## src/hdl/dsdl_pkg.sv

```systemverilog
// Shared types and codes for the depth sorted display list.
`timescale 1ns / 1ps
package dsdl_pkg;

  // Operation codes carried in the op field.
  localparam logic [2:0] OP_ADD    = 3'd0;
  localparam logic [2:0] OP_REMOVE = 3'd1;
  localparam logic [2:0] OP_FRONT  = 3'd2;
  localparam logic [2:0] OP_BACK   = 3'd3;
  localparam logic [2:0] OP_SCAN   = 3'd4;
  localparam logic [2:0] OP_CLEAR  = 3'd5;

  // Result status codes.
  localparam logic [1:0] ST_OK       = 2'd0;
  localparam logic [1:0] ST_NOTFOUND = 2'd1;
  localparam logic [1:0] ST_FULL     = 2'd2;
  localparam logic [1:0] ST_EMPTY    = 2'd3;

  // Input word of the command channel.
  typedef struct packed {
    logic [2:0]         op;
    logic [7:0]         object_id;
    logic signed [15:0] y_key;
  } in_word_t;

  // Output word of the result channel.
  typedef struct packed {
    logic [1:0]         status;
    logic [7:0]         out_object_id;
    logic signed [15:0] out_y_key;
    logic [5:0]         entry_total;
    logic               last;
  } out_word_t;

  // One stored list entry.
  typedef struct packed {
    logic [7:0]         handle;
    logic signed [15:0] key;
  } entry_t;

  // Controller states.
  typedef enum logic [3:0] {
    S_IDLE,
    S_DISPATCH,
    S_FIND,
    S_SHIFT,
    S_BFRONT,
    S_BBACK,
    S_PLACE,
    S_RESP,
    S_SCAN
  } state_t;

  // Pointer update.
  typedef enum logic [2:0] {
    IDX_HOLD,
    IDX_ZERO,
    IDX_COUNT,
    IDX_INC,
    IDX_DEC
  } idx_op_t;

  // Entry count update.
  typedef enum logic [1:0] {
    CNT_HOLD,
    CNT_INC,
    CNT_DEC,
    CNT_ZERO
  } cnt_op_t;

  // Read address relative to the pointer.
  typedef enum logic [2:0] {
    RD_IDX,
    RD_DEC,
    RD_DEC2,
    RD_INC,
    RD_INC2
  } rd_sel_t;

  // Source of the word written at the pointer.
  typedef enum logic {
    WR_RDATA,
    WR_CARRY
  } wr_sel_t;

  // Commands from the controller to the datapath.
  typedef struct packed {
    logic       capture;
    idx_op_t    idx_op;
    cnt_op_t    cnt_op;
    logic       rd_en;
    rd_sel_t    rd_sel;
    logic       wr_en;
    wr_sel_t    wr_sel;
    logic       out_load;
    logic       out_from_rdata;
    logic [1:0] out_status;
    logic       out_last;
  } dp_cmd_t;

  // Status from the datapath to the controller.
  typedef struct packed {
    logic idx_zero;
    logic idx_gt1;
    logic p1_lt;
    logic p2_lt;
    logic cnt_zero;
    logic cnt_full;
    logic match;
    logic front_go;
    logic back_go;
    logic out_free;
  } dp_stat_t;

endpackage

```

## src/hdl/dsdl_stream_if.sv

```systemverilog
// Valid/ready stream channel carrying one word of a given type.
`timescale 1ns / 1ps
interface dsdl_stream_if #(parameter type T = logic);
  logic valid;
  logic ready;
  T     data;

  modport source (output valid, output data, input ready);
  modport sink (input valid, input data, output ready);
endinterface

```

## src/hdl/dsdl_datapath.sv

```systemverilog
// Datapath of the display list: entry memory, pointer, count, carry and output register.
`timescale 1ns / 1ps
module dsdl_datapath import dsdl_pkg::*; #(
  parameter int CAPACITY = 32
) (
  input  logic      clk,
  input  logic      rst,
  input  dp_cmd_t   cmd,
  output dp_stat_t  stat,
  input  in_word_t  in_word,
  output out_word_t out_word,
  output logic      out_valid,
  input  logic      out_ready
);

  localparam int AW = $clog2(CAPACITY);
  localparam int CW = $clog2(CAPACITY + 1);
  localparam int XW = CW + 1;

  entry_t             mem [CAPACITY];
  entry_t             rdata;
  entry_t             wr_data;
  logic [CW-1:0]      count;
  logic [CW-1:0]      idx;
  logic [7:0]         carry_h;
  logic signed [15:0] carry_key;
  logic [XW-1:0]      idx_x;
  logic [XW-1:0]      cnt_x;
  logic [XW-1:0]      rd_addr_x;
  logic [AW-1:0]      rd_addr;
  logic [CW+5:0]      cnt_wide;
  logic               out_free;

  assign idx_x    = {1'b0, idx};
  assign cnt_x    = {1'b0, count};
  assign cnt_wide = {6'b0, count};
  assign out_free = !out_valid || out_ready;

  // Read address is taken relative to the pointer.
  always_comb begin
    case (cmd.rd_sel)
      RD_IDX:  rd_addr_x = idx_x;
      RD_DEC:  rd_addr_x = idx_x - XW'(1);
      RD_DEC2: rd_addr_x = idx_x - XW'(2);
      RD_INC:  rd_addr_x = idx_x + XW'(1);
      RD_INC2: rd_addr_x = idx_x + XW'(2);
      default: rd_addr_x = idx_x;
    endcase
  end
  assign rd_addr = rd_addr_x[AW-1:0];

  assign wr_data = (cmd.wr_sel == WR_CARRY) ? entry_t'{handle: carry_h, key: carry_key} : rdata;

  // Entry memory with one write port and one registered read port.
  always_ff @(posedge clk) begin
    if (cmd.wr_en) begin
      mem[idx[AW-1:0]] <= wr_data;
    end
    if (cmd.rd_en) begin
      rdata <= mem[rd_addr];
    end
  end

  // Carry holds the handle and key of the word being placed or searched for.
  always_ff @(posedge clk) begin
    if (cmd.capture) begin
      carry_h   <= in_word.object_id;
      carry_key <= in_word.y_key;
    end
  end

  // Pointer and entry count.
  always_ff @(posedge clk) begin
    if (rst) begin
      count <= '0;
      idx   <= '0;
    end else begin
      case (cmd.idx_op)
        IDX_ZERO:  idx <= '0;
        IDX_COUNT: idx <= count;
        IDX_INC:   idx <= idx + CW'(1);
        IDX_DEC:   idx <= idx - CW'(1);
        default:   idx <= idx;
      endcase
      case (cmd.cnt_op)
        CNT_INC:  count <= count + CW'(1);
        CNT_DEC:  count <= count - CW'(1);
        CNT_ZERO: count <= '0;
        default:  count <= count;
      endcase
    end
  end

  // Output register parts the result channel from the work in progress.
  always_ff @(posedge clk) begin
    if (rst) begin
      out_valid <= 1'b0;
    end else if (cmd.out_load) begin
      out_valid <= 1'b1;
    end else if (out_ready) begin
      out_valid <= 1'b0;
    end
  end

  always_ff @(posedge clk) begin
    if (cmd.out_load) begin
      out_word.status        <= cmd.out_status;
      out_word.out_object_id <= cmd.out_from_rdata ? rdata.handle : 8'd0;
      out_word.out_y_key     <= cmd.out_from_rdata ? rdata.key : 16'sd0;
      out_word.entry_total   <= cnt_wide[5:0];
      out_word.last          <= cmd.out_last;
    end
  end

  // Status toward the controller.
  assign stat.idx_zero = (idx == '0);
  assign stat.idx_gt1  = (idx > CW'(1));
  assign stat.p1_lt    = ((idx_x + XW'(1)) < cnt_x);
  assign stat.p2_lt    = ((idx_x + XW'(2)) < cnt_x);
  assign stat.cnt_zero = (count == '0);
  assign stat.cnt_full = (count >= CW'(CAPACITY));
  assign stat.match    = (rdata.handle == carry_h);
  assign stat.front_go = ($signed(rdata.key) >= $signed(carry_key));
  assign stat.back_go  = ($signed(rdata.key) <= $signed(carry_key));
  assign stat.out_free = out_free;

endmodule

```

## src/hdl/dsdl_ctrl.sv

```systemverilog
// Controller state machine that sequences each list operation.
`timescale 1ns / 1ps
module dsdl_ctrl import dsdl_pkg::*; (
  input  logic       clk,
  input  logic       rst,
  input  logic       in_valid,
  input  logic [2:0] in_op,
  output logic       in_ready,
  output dp_cmd_t    cmd,
  input  dp_stat_t   stat
);

  state_t     state, state_next;
  logic [2:0] op_code, op_code_next;
  logic [1:0] status_code, status_code_next;

  // State and operation registers.
  always_ff @(posedge clk) begin
    if (rst) begin
      state       <= S_IDLE;
      op_code     <= OP_ADD;
      status_code <= ST_OK;
    end else begin
      state       <= state_next;
      op_code     <= op_code_next;
      status_code <= status_code_next;
    end
  end

  // Next state and datapath commands.
  always_comb begin
    state_next       = state;
    op_code_next     = op_code;
    status_code_next = status_code;
    in_ready         = 1'b0;
    cmd              = '0;
    cmd.idx_op       = IDX_HOLD;
    cmd.cnt_op       = CNT_HOLD;
    cmd.rd_sel       = RD_IDX;
    cmd.wr_sel       = WR_RDATA;
    cmd.out_status   = ST_OK;

    unique case (state)
      S_IDLE: begin
        in_ready = 1'b1;
        if (in_valid) begin
          cmd.capture  = 1'b1;
          op_code_next = in_op;
          cmd.idx_op   = (in_op == OP_ADD) ? IDX_COUNT : IDX_ZERO;
          state_next   = S_DISPATCH;
        end
      end

      S_DISPATCH: begin
        status_code_next = ST_OK;
        unique case (op_code) inside
          OP_ADD: begin
            if (stat.cnt_full) begin
              status_code_next = ST_FULL;
              state_next       = S_RESP;
            end else begin
              cmd.cnt_op = CNT_INC;
              if (stat.idx_zero) begin
                state_next = S_PLACE;
              end else begin
                cmd.rd_en  = 1'b1;
                cmd.rd_sel = RD_DEC;
                state_next = S_BFRONT;
              end
            end
          end
          OP_REMOVE, OP_FRONT, OP_BACK: begin
            if (stat.cnt_zero) begin
              status_code_next = ST_NOTFOUND;
              state_next       = S_RESP;
            end else begin
              cmd.rd_en  = 1'b1;
              state_next = S_FIND;
            end
          end
          OP_SCAN: begin
            if (stat.cnt_zero) begin
              status_code_next = ST_EMPTY;
              state_next       = S_RESP;
            end else begin
              cmd.rd_en  = 1'b1;
              state_next = S_SCAN;
            end
          end
          OP_CLEAR: begin
            cmd.cnt_op = CNT_ZERO;
            state_next = S_RESP;
          end
          default: begin
            state_next = S_RESP;
          end
        endcase
      end

      // The read word is the entry at the pointer.
      S_FIND: begin
        if (stat.match) begin
          if (op_code == OP_REMOVE) begin
            if (stat.p1_lt) begin
              cmd.rd_en  = 1'b1;
              cmd.rd_sel = RD_INC;
              state_next = S_SHIFT;
            end else begin
              cmd.cnt_op = CNT_DEC;
              state_next = S_RESP;
            end
          end else if (op_code == OP_FRONT) begin
            if (stat.idx_zero) begin
              state_next = S_PLACE;
            end else begin
              cmd.rd_en  = 1'b1;
              cmd.rd_sel = RD_DEC;
              state_next = S_BFRONT;
            end
          end else begin
            if (stat.p1_lt) begin
              cmd.rd_en  = 1'b1;
              cmd.rd_sel = RD_INC;
              state_next = S_BBACK;
            end else begin
              state_next = S_PLACE;
            end
          end
        end else if (stat.p1_lt) begin
          cmd.rd_en  = 1'b1;
          cmd.rd_sel = RD_INC;
          cmd.idx_op = IDX_INC;
        end else begin
          status_code_next = ST_NOTFOUND;
          state_next       = S_RESP;
        end
      end

      // The read word is the entry after the pointer; move it down by one.
      S_SHIFT: begin
        cmd.wr_en  = 1'b1;
        cmd.wr_sel = WR_RDATA;
        if (stat.p2_lt) begin
          cmd.rd_en  = 1'b1;
          cmd.rd_sel = RD_INC2;
          cmd.idx_op = IDX_INC;
        end else begin
          cmd.cnt_op = CNT_DEC;
          state_next = S_RESP;
        end
      end

      // The read word is the entry before the pointer.
      S_BFRONT: begin
        cmd.wr_en = 1'b1;
        if (stat.front_go) begin
          cmd.wr_sel = WR_RDATA;
          cmd.idx_op = IDX_DEC;
          if (stat.idx_gt1) begin
            cmd.rd_en  = 1'b1;
            cmd.rd_sel = RD_DEC2;
          end else begin
            state_next = S_PLACE;
          end
        end else begin
          cmd.wr_sel = WR_CARRY;
          state_next = S_RESP;
        end
      end

      // The read word is the entry after the pointer.
      S_BBACK: begin
        cmd.wr_en = 1'b1;
        if (stat.back_go) begin
          cmd.wr_sel = WR_RDATA;
          cmd.idx_op = IDX_INC;
          if (stat.p2_lt) begin
            cmd.rd_en  = 1'b1;
            cmd.rd_sel = RD_INC2;
          end else begin
            state_next = S_PLACE;
          end
        end else begin
          cmd.wr_sel = WR_CARRY;
          state_next = S_RESP;
        end
      end

      S_PLACE: begin
        cmd.wr_en  = 1'b1;
        cmd.wr_sel = WR_CARRY;
        state_next = S_RESP;
      end

      S_RESP: begin
        if (stat.out_free) begin
          cmd.out_load   = 1'b1;
          cmd.out_status = status_code;
          cmd.out_last   = 1'b1;
          state_next     = S_IDLE;
        end
      end

      // One entry is emitted per cycle while the result channel keeps up.
      S_SCAN: begin
        if (stat.out_free) begin
          cmd.out_load       = 1'b1;
          cmd.out_from_rdata = 1'b1;
          cmd.out_status     = ST_OK;
          cmd.out_last       = !stat.p1_lt;
          if (stat.p1_lt) begin
            cmd.rd_en  = 1'b1;
            cmd.rd_sel = RD_INC;
            cmd.idx_op = IDX_INC;
          end else begin
            state_next = S_IDLE;
          end
        end
      end

      default: begin
        state_next = S_IDLE;
      end
    endcase
  end

endmodule

```

## src/hdl/depth_sorted_display_list.sv

```systemverilog
// Top level of the depth sorted display list.
//
//   channel  dir  word        handshake
//   cmd      in   in_word_t   valid/ready, taken when both high
//   rsp      out  out_word_t  valid/ready, taken when both high
//
// An operation is set up in the idle and dispatch states, then takes one step per
// entry searched, moved or passed while bubbling, writes the placed entry for an
// add or reorder and posts the result; a scan posts one entry per step, and a full
// add, clear or empty scan goes straight from dispatch to the result.
// The single read port of the entry memory sets one step a cycle.
// Reset is synchronous and empties the list; no clearing pass is needed.
// A stalled result channel holds the controller in its result or scan state.
`timescale 1ns / 1ps
module depth_sorted_display_list import dsdl_pkg::*; #(
  parameter int CAPACITY = 32
) (
  input logic           clk,
  input logic           rst,
  dsdl_stream_if.sink   cmd,
  dsdl_stream_if.source rsp
);

  dp_cmd_t   dp_cmd;
  dp_stat_t  dp_stat;
  in_word_t  in_word;
  out_word_t out_word;
  logic      out_valid;
  logic      in_ready;

  assign in_word   = cmd.data;
  assign cmd.ready = in_ready;
  assign rsp.valid = out_valid;
  assign rsp.data  = out_word;

  dsdl_ctrl u_ctrl (
    .clk      (clk),
    .rst      (rst),
    .in_valid (cmd.valid),
    .in_op    (in_word.op),
    .in_ready (in_ready),
    .cmd      (dp_cmd),
    .stat     (dp_stat)
  );

  dsdl_datapath #(
    .CAPACITY (CAPACITY)
  ) u_datapath (
    .clk       (clk),
    .rst       (rst),
    .cmd       (dp_cmd),
    .stat      (dp_stat),
    .in_word   (in_word),
    .out_word  (out_word),
    .out_valid (out_valid),
    .out_ready (rsp.ready)
  );

endmodule

```

## src/flat_wrapper.sv

```systemverilog
// flat-port wrapper written by rule: the top's interface ports become plain ports
module depth_sorted_display_list_flat import dsdl_pkg::*;
#(
  parameter int CAPACITY = 32
)
  (clk, rst, cmd_valid, cmd_data, cmd_ready, rsp_valid, rsp_data, rsp_ready);
  dsdl_stream_if #(.T(in_word_t)) cmd_i ();
  dsdl_stream_if #(.T(out_word_t)) rsp_i ();
  input logic clk;
  input logic rst;
  input wire logic [$bits(cmd_i.valid)-1:0] cmd_valid;
  input wire logic [$bits(cmd_i.data)-1:0] cmd_data;
  output wire logic [$bits(cmd_i.ready)-1:0] cmd_ready;
  output wire logic [$bits(rsp_i.valid)-1:0] rsp_valid;
  output wire logic [$bits(rsp_i.data)-1:0] rsp_data;
  input wire logic [$bits(rsp_i.ready)-1:0] rsp_ready;
  assign cmd_i.valid = cmd_valid;
  assign cmd_i.data = cmd_data;
  assign cmd_ready = cmd_i.ready;
  assign rsp_valid = rsp_i.valid;
  assign rsp_data = rsp_i.data;
  assign rsp_i.ready = rsp_ready;
  depth_sorted_display_list #(.CAPACITY(CAPACITY)) u_core (.clk(clk), .rst(rst), .cmd(cmd_i), .rsp(rsp_i));
endmodule
```

## config.mk

```make
export PLATFORM = sky130hd
export DESIGN_NAME = depth_sorted_display_list_flat
export DESIGN_NICKNAME = d
export VERILOG_FILES = /design/src/hdl/dsdl_pkg.sv /design/src/hdl/dsdl_stream_if.sv /design/src/hdl/dsdl_datapath.sv /design/src/hdl/dsdl_ctrl.sv /design/src/hdl/depth_sorted_display_list.sv /design/src/flat_wrapper.sv
export SDC_FILE = /design/constraint.sdc
export NUM_CORES = 1
export LEC_CHECK = 0
export ABC_AREA = 0
export ABC_CLOCK_PERIOD_IN_PS = 13100
export BUFFER_PORTS_ARGS = -buffer_cell sky130_fd_sc_hd__buf_2
export CAP_MARGIN = 20
export CELL_PAD_IN_SITES_DETAIL_PLACEMENT = 1
export CELL_PAD_IN_SITES_GLOBAL_PLACEMENT = 2
export CORE_MARGIN = 2
export CORE_UTILIZATION = 35
export DETAILED_ROUTE_END_ITERATION = 10
export PLACE_DENSITY = 0.69
export SLEW_MARGIN = 40
export SYNTH_ARGS = -nofsm -noshare
export SYNTH_HDL_FRONTEND = slang
export SYNTH_HIERARCHICAL = 1
export SYNTH_SLANG_ARGS = --single-unit
```

## constraint.sdc

```tcl
create_clock -name clk -period 13.1 [get_ports clk]
set_clock_uncertainty 0.1 [all_clocks]
set_input_delay 2.62 -clock clk [delete_from_list [all_inputs] [get_ports clk]]
set_output_delay 2.62 -clock clk [all_outputs]
set_load 0.01 [all_outputs]
```

---- Word-level counts from Yosys, hierarchy flattened ----
Memories as Yosys holds them, arrays and structs flattened. A register that Yosys moved wholly into a read port is not among the register bits.
Cells that the tools add are included.
Widths: inputs -> output; s select.
storage, ports and cells
  latch bits .............................. 0
  memory bits (read-only) ................. 0
  output and inout port bits .............. 35
  memories ................................ 1
  logic and storage cells ................. 157
  input port bits ......................... 31
  memory bits (writable) .................. 768
  register bits ........................... 79
memory list
  memory                 words  width  rd ports  clocked after Yosys merged registers in  wr ports  line                 text
  u_core.u_datapath.mem  32     24     1         1                                        1         dsdl_datapath.sv:20  entry_t mem [CAPACITY];
operators by class
  divide/modulo/power cells ............... 0
  equality and inequality tests ........... 35
  $lt $le $gt $ge ......................... 6
  muxes and demuxes ....................... 77
  $mul .................................... 0
  bitwise gates (word level) .............. 0
  shift operators ......................... 0
  reductions and logical operators ........ 17
  add/subtract/negate cells ............... 8
operators by type and width
  operator             count
  $mux 4               25
  $pmux 4 s9           1
  $mux 2               16
  $mux 24              1
  $pmux 4 s6           1
  $pmux 6 s4           1
  $pmux 5 s4           1
  $eq 3x2->1 const B   6
  $mux 3               6
  $pmux 3 s6           1
  $pmux 6 s3           1
  $eq 4x3->1 const B   4
  $ge 16x16->1         1
  $le 16x16->1         1
  $lt 7x6->1           2
  $ne 2x2->1 const B   7
  $add 6x1->6 const B  2
  $eq 3x3->1 const B   4
  $logic_not 6->1      2
  $mux 1               12
  $pmux 2 s3           2
  $pmux 4 s3           1
  $sub 6x1->6 const B  2
  $mux 5               2
  31 further kinds     41

---- Depth between registers and ports, before layout ----
Gate-level depths: netlist (run 1).
  word-level depth ........................ 9
  gate-level depth with buffers ........... 26

---- Hierarchy ----
Netlist (run 1), hierarchy kept.
modules (own cells, without submodules)
  module         area each (um2)  cells each  instances  seq. area each (um2)
  dsdl_datapath  35,029.8         2,110       1          25,754.7
  dsdl_ctrl      989.7            138         1          180.2

---- Worst setup path before layout (run 1) ----
No wires, ideal clock.
  path kind ............................... input to register
  start ................................... input rsp_ready
  end ..................................... register, netlist name u_core/u_datapath/rdata[10]
  required time ........................... 12,725 ps
  cell stages on the path ................. 18
  path slack .............................. 7,359 ps
  arrival ................................. 5,366 ps
  path through ............................ nand2b_1 > buf_4 > and2_1 > o21ai_0 > nand2_1 > buf_2 > mux2i_1 > and3_1 > or3_1 > buf_2 > nor2_4 > buf_4 > buf_4 > buf_6 > mux2i_1 > nor3_1 > a31oi_1 > o2111ai_1
RTL lines
  item         line                text
  from (decl)  flat_wrapper.sv:16  input wire logic [$bits(rsp_i.ready)-1:0] rsp_ready;

==> flow_metrics.py, run 1 <==
metrics = {
    "route": {
        "routed_wl_um": 104000,
        "via_per_inst": 5.48,
        "vias": 20700,
        "dr.pass1.iters": 5,
        "drt_iter0_drc": 2072,
        "drc": 0,
        "routedWlPerCell_um": 27.4,
        "antenna_left": 0,
    },
    "clock_tree": {
        "cts_setup_buffers": 0,
        "cts_resized": 0,
        "htreeDepth": 3,
        "cts_tree": "yes",
        "cts_root_buf": "clkbuf_16",
        "clk_path_buf_depth": 3,
        "hold_buffers": 0,
        "clock_sinks": 871,
        "cts_buffers": 94,
        "clk_pin_slew_worst_paths_ns": 0.06,
        "clk_latency_ns": 0.69,
    },
    "setup_path": {
        "crit_required_ns": 13.36,
        "path_cells": "inv_1 > ha_1 > ha_1 > a21o_1 > a21oi_1 > nor2b_1 > o21ai_0 > nand2b_1 > a221oi_1 > buf_4 > o21ai_0 > nand2_1 > mux2i_1 > nor3_1 > or3_1 > nor2_4 > buf_12 > buf_4 > mux4_2 > mux2_2 > a32oi_1 > o211ai_1",
        "critPathMaxFanout": 112,
        "cp.buffers_inverters": 4,
        "start_kind": "register",
        "crit_slowest_cell": "buf_4",
        "endpoint_kind": "register",
        "cp_top_family": "buffers and inverters",
        "worstSetupPathType": "register to register",
        "cp_slowest_stage_delay_ns": 0.78,
        "arrival_ns": 8.26,
    },
    "sta": {
        "slew-limit-headroom": 0.438,
        "min_period_ns": 8.00,
        "fin_tns_setup_ns": 0,
        "setup_viol": 0,
        "rsz0062_at_grt": "no",
        "max_slew.worst_pin.slew_ns": 0.842,
        "max_freq_ghz": 0.125,
        "hold_viol": 0,
        "slew_viol_final": 0,
        "post-route-period-util": 0.610,
    },
    "logic_synthesis": {
        "syn_inst": 2248,
        "synthFlopType": "edfxtp_1",
        "async_reset_ff_frac": 0,
        "synth_cell_types": 86,
        "ys_seq_elements": 871,
        "synth_seq_area_share": 0.720,
        "synth_edf_count": 849,
        "ys_warn_count": 6,
        "syn_area_per_cell_um2": 16.0,
        "synth_nets": 2318,
        "netlist_area_um2": 36000,
    },
    "global_routing": {
        "grt_pass1_wl_um": 152000,
        "track_usage": 0.194,
        "grt_remaining_overflow": 0,
        "grt_max_degree": 113,
        "antenna_found_initial": 1,
        "grt_pass1_vias": 21500,
    },
    "layout": {
        "layout_common_cells": "edfxtp_1 (849), nand2_1 (294), mux4_2 (96)",
        "final_area_um2": 41200,
        "syn2layout_area_growth_pct": 14.3,
        "layout.nets": 2408,
        "mostFrequentLayoutCell": "edfxtp_1",
        "antennaDiodeCount": 0,
        "drive_gt1_frac": 0.188,
        "seq_area_um2": 25900,
        "multi_input_area_um2": 9490,
        "fillers": 10100,
    },
    "floorplanning": {
        "dieWidth_um": 325,
        "io_pins": 66,
        "design.die.area_um2": 105000,
        "rows": 117,
        "core-area_um2": 102000,
        "start_util": 0.354,
        "die_height_um": 325,
    },
    "job": {
        "cap_violations": 0,
    },
    "hold_path": {
        "hold_class": "register to register",
    },
    "place": {
        "place.gp.congestion": 0.821,
        "dpl-instance-area_um2": 38100,
        "io_buffers": 65,
        "dpl.hpwl_um": 62800,
    },
    "outcome": {
        "outcome": "complete, no violations",
    },
}
## cell families after synthesis
family,synth area share
flops,0.720
simple gates,0.0835
compound gates,0.0621
mux,0.0919
buf+inv,0.0221
fa+ha+maj,0.0141
xor+xnor,0.00629
## cells in the mapped netlist, drive strengths merged (28+ instances only)
library cell	n	share of area
and2	28	0.0049
mux2	30	0.0094
inv	39	0.0041
a32oi	44	0.011
ha	38	0.013
mux2i	81	0.023
nand2	297	0.031
nor2	75	0.0085
nand2b	36	0.0065
a21oi	37	0.0051
a31oi	66	0.011
buf	77	0.012
nand3	69	0.0096
edfxtp	849	0.71
clkbuf	53	0.0055
nor3	33	0.0047
mux4	96	0.060
## stage by stage
stage | hold slack (ns) | std cells | util | setup slack (ns)
detailed placement | 0.398 | 3610 | 0.374 | 4.49
floorplan | 0.341 | 2248 | - | 7.36
global route | 0.430 | 3782 | 0.404 | 4.58
global placement | 0.370 | 3606 | 0.373 | 4.69
finish | 0.411 | 3782 | 0.404 | 5.10
CTS | 0.416 | 3782 | 0.404 | 5.08
## layout make-up
cell class,instances,area share
Clock inverter,60,0.0155
Inverter,41,0.00374
Tap cell,1368,0.0416
Sequential cell,871,0.630
Clock buffer,112,0.0593
Multi-Input combinational cell,1206,0.231
Timing Repair Buffer,124,0.0196
## layer usage
metal  vias to the layer above  track usage  routed length [µm]
met5                         -            0                   0
li1                       8984            -                   -
met2                       658        0.317               49600
met4                         0       0.0524                2230
met1                     11000        0.271               45400
met3                       143       0.0305                6310
## worst reg2reg max path: cells and delay by family (launching register included)
kind | cells | cell delay, ns
adder cells (fa/ha/maj) | 2 | 0.86
flip-flops | 1 | 0.77
multiplexers | 3 | 1.07
buffers and inverters | 4 | 2.07
AO/OA/AOI/OAI | 7 | 1.26
AND/OR/NAND/NOR | 6 | 1.57
## registers in the layout (all words and copies together), names as in the netlist
signal,flops
u_core/u_datapath/rdata,24
u_core/u_datapath/carry_key,16
u_core/u_ctrl/status_code,2
u_core/u_ctrl/state,4
u_core/u_datapath/count,6
u_core/u_datapath/mem,768
u_core/u_datapath/out_word,33
u_core/u_datapath/out_valid,1
u_core/u_datapath/idx,6
u_core/u_ctrl/op_code,3
u_core/u_datapath/carry_h,8
## worst paths after layout
path,start,end,slack (ns),depth (start not counted)
worst max-delay path,u_core/u_datapath/idx[0]$_SDFFE_PP0P_,u_core/u_datapath/rdata[13]$_DFFE_PP_,5.10,22
worst min-delay path,u_core/u_ctrl/status_code[0]$_SDFFE_PP0P_,u_core/u_ctrl/status_code[0]$_SDFFE_PP0P_,0.41,2
worst max register to register,u_core/u_datapath/idx[0]$_SDFFE_PP0P_,u_core/u_datapath/rdata[13]$_DFFE_PP_,5.10,22
worst min register to register,u_core/u_ctrl/status_code[0]$_SDFFE_PP0P_,u_core/u_ctrl/status_code[0]$_SDFFE_PP0P_,0.41,2
Power of run 1 is not shown: default switching activity piles up to over one toggle a cycle in this logic, so the estimate is an artifact.
==> run 2, diff against run 1 <==
--- a/config.mk
+++ b/config.mk
@@ -6,7 +6,7 @@
 export NUM_CORES = 1
 export LEC_CHECK = 0
 export ABC_AREA = 0
-export ABC_CLOCK_PERIOD_IN_PS = 13100
+export ABC_CLOCK_PERIOD_IN_PS = 6400
 export BUFFER_PORTS_ARGS = -buffer_cell sky130_fd_sc_hd__buf_2
 export CAP_MARGIN = 20
 export CELL_PAD_IN_SITES_DETAIL_PLACEMENT = 1
@@ -14,7 +14,7 @@
 export CORE_MARGIN = 2
 export CORE_UTILIZATION = 35
 export DETAILED_ROUTE_END_ITERATION = 10
-export PLACE_DENSITY = 0.69
+export PLACE_DENSITY = 0.71
 export SLEW_MARGIN = 40
 export SYNTH_ARGS = -nofsm -noshare
 export SYNTH_HDL_FRONTEND = slang
==> constraint.sdc (replaced) <==
create_clock -name clk -period 6.4 [get_ports clk]
set_clock_uncertainty 0.1 [all_clocks]
set_input_delay 1.28 -clock clk [delete_from_list [all_inputs] [get_ports clk]]
set_output_delay 1.28 -clock clk [all_outputs]
set_load 0.01 [all_outputs]
==> run 2 against run 1 <==
Compared with the run above: hold slack got worse by 0.015 ns; critical endpoint is now u_core/u_datapath/rdata[4]$_DFFE_PP_; utilization rose by 0.46 points; sequential share of layout area fell by 0.71 points; final area rose by 1.1%; critical path depth fell by 1; sequential cell count did not move; die area did not move; highest routed layer unchanged.
==> flow_metrics.py, run 2 (same netlist as run 1, synthesis figures left out) <==
metrics = {
    "outcome": {
        "outcome": "complete, no violations",
    },
    "layout": {
        "syn2layout_area_growth_pct": 15.6,
        "drive_gt1_frac": 0.207,
        "layout.nets": 2450,
        "largest_reg_flops": 768,
        "final_util": 0.409,
        "fin_cells": 3825,
        "mostFrequentLayoutCell": "edfxtp_1",
        "layout_common_cells": "edfxtp_1 (849), nand2_1 (296), mux4_2 (96)",
    },
    "global_routing": {
        "grt_pass1_vias": 22100,
        "grt_remaining_overflow": 0,
        "antenna_found_initial": 3,
        "track_usage": 0.199,
        "grt_pass1_wl_um": 155000,
        "grt_max_degree": 59,
    },
    "floorplanning": {
        "design.die.area_um2": 105000,
        "die_height_um": 325,
        "dieWidth_um": 325,
        "io_pins": 66,
        "rows": 117,
        "start_util": 0.354,
        "core-area_um2": 102000,
    },
    "place": {
        "place.gp.congestion": 0.836,
        "place_inst": 3653,
        "dpl.hpwl_um": 66900,
        "io_buffers": 65,
    },
    "sta": {
        "max_slew.worst_pin.slew_ns": 0.877,
        "slew-limit-headroom": 0.413,
        "post-route-period-util": 0.950,
        "max_freq_ghz": 0.164,
        "hold_viol": 0,
        "min_period_ns": 6.08,
        "slew_viol_final": 0,
        "setup_viol": 0,
        "holdWs_ns": 0.396,
    },
    "setup_path": {
        "crit_slowest_cell": "ha_2",
        "cp.buffers_inverters": 4,
        "path_cells": "clkinvlp_4 > ha_2 > ha_1 > a21o_1 > a21oi_1 > nor2b_1 > o21ai_0 > nand2b_1 > a221oi_2 > buf_4 > o211ai_1 > nand3_2 > nand2b_1 > xnor2_4 > buf_12 > buf_4 > mux4_2 > mux2i_1 > nor3_1 > a31oi_2 > o2111ai_1",
        "cp_top_family": "compound AO/OA/AOI/OAI gates",
        "worstSetupPathType": "register to register",
        "start_kind": "register",
        "cp_slowest_stage_delay_ns": 0.52,
        "crit_required_ns": 6.66,
        "critPathMaxFanout": 35,
        "endpoint_kind": "register",
        "arrival_ns": 6.34,
    },
    "job": {
        "cap_violations": 0,
    },
    "clock_tree": {
        "cts_tree": "yes",
        "clk_latency_ns": 0.65,
        "hold_buffers": 0,
        "clk_path_buf_depth": 3,
        "htreeDepth": 3,
        "clk_pin_slew_worst_paths_ns": 0.06,
        "clock_sinks": 871,
        "cts_buffers": 93,
        "cts_root_buf": "clkbuf_16",
    },
    "route": {
        "antenna_left": 0,
        "vias": 21100,
        "drc": 0,
        "dr.pass1.iters": 5,
        "drt_iter0_drc": 2277,
        "routed_wl_um": 106000,
        "via_per_inst": 5.53,
        "routedWlPerCell_um": 27.8,
    },
    "hold_path": {
        "hold_class": "register to register",
    },
}
run 2: cell count changes in the layout (fill, tap and decap cells not counted), sizes merged:
cell | previous run | this run
buf | 124 | 167
diode | 0 | 1
clkinv | 46 | 55
inv | 41 | 42
bufinv | 9 | 12
clkinvlp | 5 | 4
clkbuf | 112 | 99
run 2: cell type report:
type                       count  area, µm²
antenna                        1       2.50
clock buffer                  99       2350
clock inverter                72        708
fill                       10200      60200
inverter                      41        158
multi-input combinational   1206       9500
sequential                   871      25900
tap                         1368       1710
timing repair buffer         167       1280
run 2: path summary, 6_finish.rpt:
path,start,to,slack (ns),cells past startpoint
min,u_core/u_ctrl/status_code[0]$_SDFFE_PP0P_,u_core/u_ctrl/status_code[0]$_SDFFE_PP0P_,0.40,2
max reg2reg,u_core/u_datapath/idx[0]$_SDFFE_PP0P_,u_core/u_datapath/rdata[4]$_DFFE_PP_,0.32,21
max,u_core/u_datapath/idx[0]$_SDFFE_PP0P_,u_core/u_datapath/rdata[4]$_DFFE_PP_,0.32,21
min reg2reg,u_core/u_ctrl/status_code[0]$_SDFFE_PP0P_,u_core/u_ctrl/status_code[0]$_SDFFE_PP0P_,0.40,2
run 2: per-stage QoR:
step | TNS [ns] | area [µm²] | setup slack [ns]
after global placement | -0.419 | 38500 | -0.203
after detailed placement | -0.741 | 38500 | -0.296
after CTS | 0 | 41600 | 0.0324
after floorplan | 0 | 36000 | 1.15
after global routing | -0.0108 | 41600 | -0.00599
final | 0 | 41700 | 0.320
run 2: metal layers:
layer	up-vias	global-route usage	share of wire
met2	726	0.326	0.48
met4	0	0.0553	0.027
met1	11200	0.277	0.44
li1	9056	-	-
met3	148	0.0291	0.060
met5	-	0	0
run 2: repair_timing:
item | 4_1_cts | 5_1_grt
pin swaps | 0 | 1
setup endpoints to repair | 6 | 22
resized for setup | 4 | 8
buffers inserted | 0 | 0
run 2: worst reg2reg max path, cell delays in order (launching register included):
cell and delay [ns]:
dfxtp_1 0.37, clkinvlp_4 0.26, ha_2 0.53, ha_1 0.27
a21o_1 0.16, a21oi_1 0.14, nor2b_1 0.06, o21ai_0 0.17
nand2b_1 0.11, a221oi_2 0.35, buf_4 0.24, o211ai_1 0.13
nand3_2 0.27, nand2b_1 0.27, xnor2_4 0.31, buf_12 0.32
buf_4 0.30, mux4_2 0.50, mux2i_1 0.27, nor3_1 0.11
a31oi_2 0.41, o2111ai_1 0.19
Power of run 2 is left out for the same reason.
==> run 3, diff against run 2 <==
--- a/config.mk
+++ b/config.mk
@@ -13,8 +13,10 @@
 export CELL_PAD_IN_SITES_GLOBAL_PLACEMENT = 2
 export CORE_MARGIN = 2
 export CORE_UTILIZATION = 35
+export CTS_BUF_LIST = sky130_fd_sc_hd__clkbuf_8 sky130_fd_sc_hd__clkbuf_16
 export DETAILED_ROUTE_END_ITERATION = 10
 export PLACE_DENSITY = 0.71
+export SKIP_CTS_REPAIR_TIMING = 1
 export SLEW_MARGIN = 40
 export SYNTH_ARGS = -nofsm -noshare
 export SYNTH_HDL_FRONTEND = slang
==> run 3 against run 2 <==
Compared with the run above: setup slack better by 0.0041 ns; largest cell class unchanged; non-clock buffer count is the same; first-iteration DRC count shrank 3.5%; register-to-register slack about the same; global-route usage is essentially flat.
==> flow_metrics.py, run 3 (same netlist as run 1, synthesis figures left out) <==
metrics = {
    "global_routing": {
        "antenna_found_initial": 3,
        "grt_pass1_wl_um": 155000,
        "grt_pass1_vias": 22100,
        "track_usage": 0.199,
        "grt_max_degree": 59,
        "grt_remaining_overflow": 0,
    },
    "clock_tree": {
        "clock_sinks": 871,
        "clk_latency_ns": 0.65,
        "clk_path_buf_depth": 3,
        "cts_root_buf": "clkbuf_16",
        "cts_tree": "yes",
        "cts_buffers": 93,
        "htreeDepth": 3,
        "clk_pin_slew_worst_paths_ns": 0.06,
    },
    "layout": {
        "drive_gt1_frac": 0.207,
        "layout.nets": 2450,
        "layout_common_cells": "edfxtp_1 (849), nand2_1 (296), mux4_2 (96)",
        "mostFrequentLayoutCell": "edfxtp_1",
        "final_util": 0.409,
        "largest_reg_flops": 768,
        "syn2layout_area_growth_pct": 15.6,
        "fillers": 10200,
        "fin_cells": 3825,
    },
    "outcome": {
        "outcome": "complete, no violations",
    },
    "sta": {
        "min_period_ns": 6.08,
        "hold_viol": 0,
        "slew-limit-headroom": 0.409,
        "post-route-period-util": 0.949,
        "setup_viol": 0,
        "slew_viol_final": 0,
        "max_slew.worst_pin.slew_ns": 0.883,
        "max_freq_ghz": 0.165,
    },
    "setup_path": {
        "critPathMaxFanout": 35,
        "crit_required_ns": 6.66,
        "worstSetupPathType": "register to register",
        "arrival_ns": 6.33,
        "start_kind": "register",
        "endpoint_kind": "register",
    },
    "route": {
        "drc": 0,
        "via_per_inst": 5.53,
        "antenna_left": 0,
        "vias": 21100,
        "drt_iter0_drc": 2198,
        "routed_wl_um": 106000,
        "dr.pass1.iters": 7,
        "routedWlPerCell_um": 27.8,
    },
    "place": {
        "dpl.hpwl_um": 66900,
        "io_buffers": 65,
        "place.gp.congestion": 0.836,
        "place_inst": 3653,
    },
    "floorplanning": {
        "start_util": 0.354,
        "rows": 117,
        "dieWidth_um": 325,
        "io_pins": 66,
        "core-area_um2": 102000,
        "die_height_um": 325,
        "design.die.area_um2": 105000,
    },
    "hold_path": {
        "hold_class": "register to register",
    },
    "job": {
        "cap_violations": 0,
    },
}
## run 3: cell types whose count changed in the layout (fill, tap and decap cells not counted)
cell      previous run  this run
clkbuf_1             6         0
inv_1               37        43
## run 3: worst paths after layout
check / from / end / slack, ns / depth (start not counted)
max: u_core/u_datapath/idx[0]$_SDFFE_PP0P_ / u_core/u_datapath/rdata[4]$_DFFE_PP_ / 0.32 / 21
min: u_core/u_ctrl/status_code[0]$_SDFFE_PP0P_ / u_core/u_ctrl/status_code[0]$_SDFFE_PP0P_ / 0.40 / 2
max reg2reg: u_core/u_datapath/idx[0]$_SDFFE_PP0P_ / u_core/u_datapath/rdata[4]$_DFFE_PP_ / 0.32 / 21
min reg2reg: u_core/u_ctrl/status_code[0]$_SDFFE_PP0P_ / u_core/u_ctrl/status_code[0]$_SDFFE_PP0P_ / 0.40 / 2
## run 3: layer usage
metal	vias to the layer above	global-route usage	wire, µm
li1	9062	-	-
met1	11200	0.277	46000
met2	728	0.326	50800
met3	150	0.0304	6660
met4	0	0.0555	3000
met5	-	0	0
## run 3: worst max-delay path: stages (launching register included)
cell	delay (ns)
dfxtp_1	0.37
clkinvlp_4	0.27
ha_2	0.52
ha_1	0.26
a21o_1	0.16
a21oi_1	0.14
nor2b_1	0.06
o21ai_0	0.17
nand2b_1	0.10
a221oi_2	0.35
buf_4	0.24
o211ai_1	0.12
nand3_2	0.27
nand2b_1	0.26
xnor2_4	0.31
buf_12	0.32
buf_4	0.25
mux4_2	0.50
mux2i_1	0.27
nor3_1	0.11
a31oi_2	0.40
o2111ai_1	0.19
## run 3: area by class of cell
| cell class | count | area [µm²] | area share |
|---|---|---|---|
| sequential | 871 | 25900 | 0.623 |
| multi-input combinational | 1206 | 9500 | 0.228 |
| clock buffer | 93 | 2330 | 0.0559 |
| tap | 1368 | 1710 | 0.0411 |
| timing repair buffer | 167 | 1280 | 0.0308 |
| clock inverter | 78 | 731 | 0.0175 |
| inverter | 41 | 158 | 0.00379 |
| antenna | 1 | 2.50 | 0.0000601 |
## run 3: per-stage QoR
step	setup TNS (ns)	worst slack (ns)	instance area, µm²	hold WS (ns)
after detailed placement	-0.741	-0.296	38500	0.394
after global placement	-0.419	-0.203	38500	0.362
after floorplan	0	1.15	36000	0.341
after global routing	-0.0107	-0.00594	41600	0.438
after CTS	-0.965	-0.332	41600	0.405
final	0	0.324	41700	0.396
Power of run 3 is left out for the same reason.
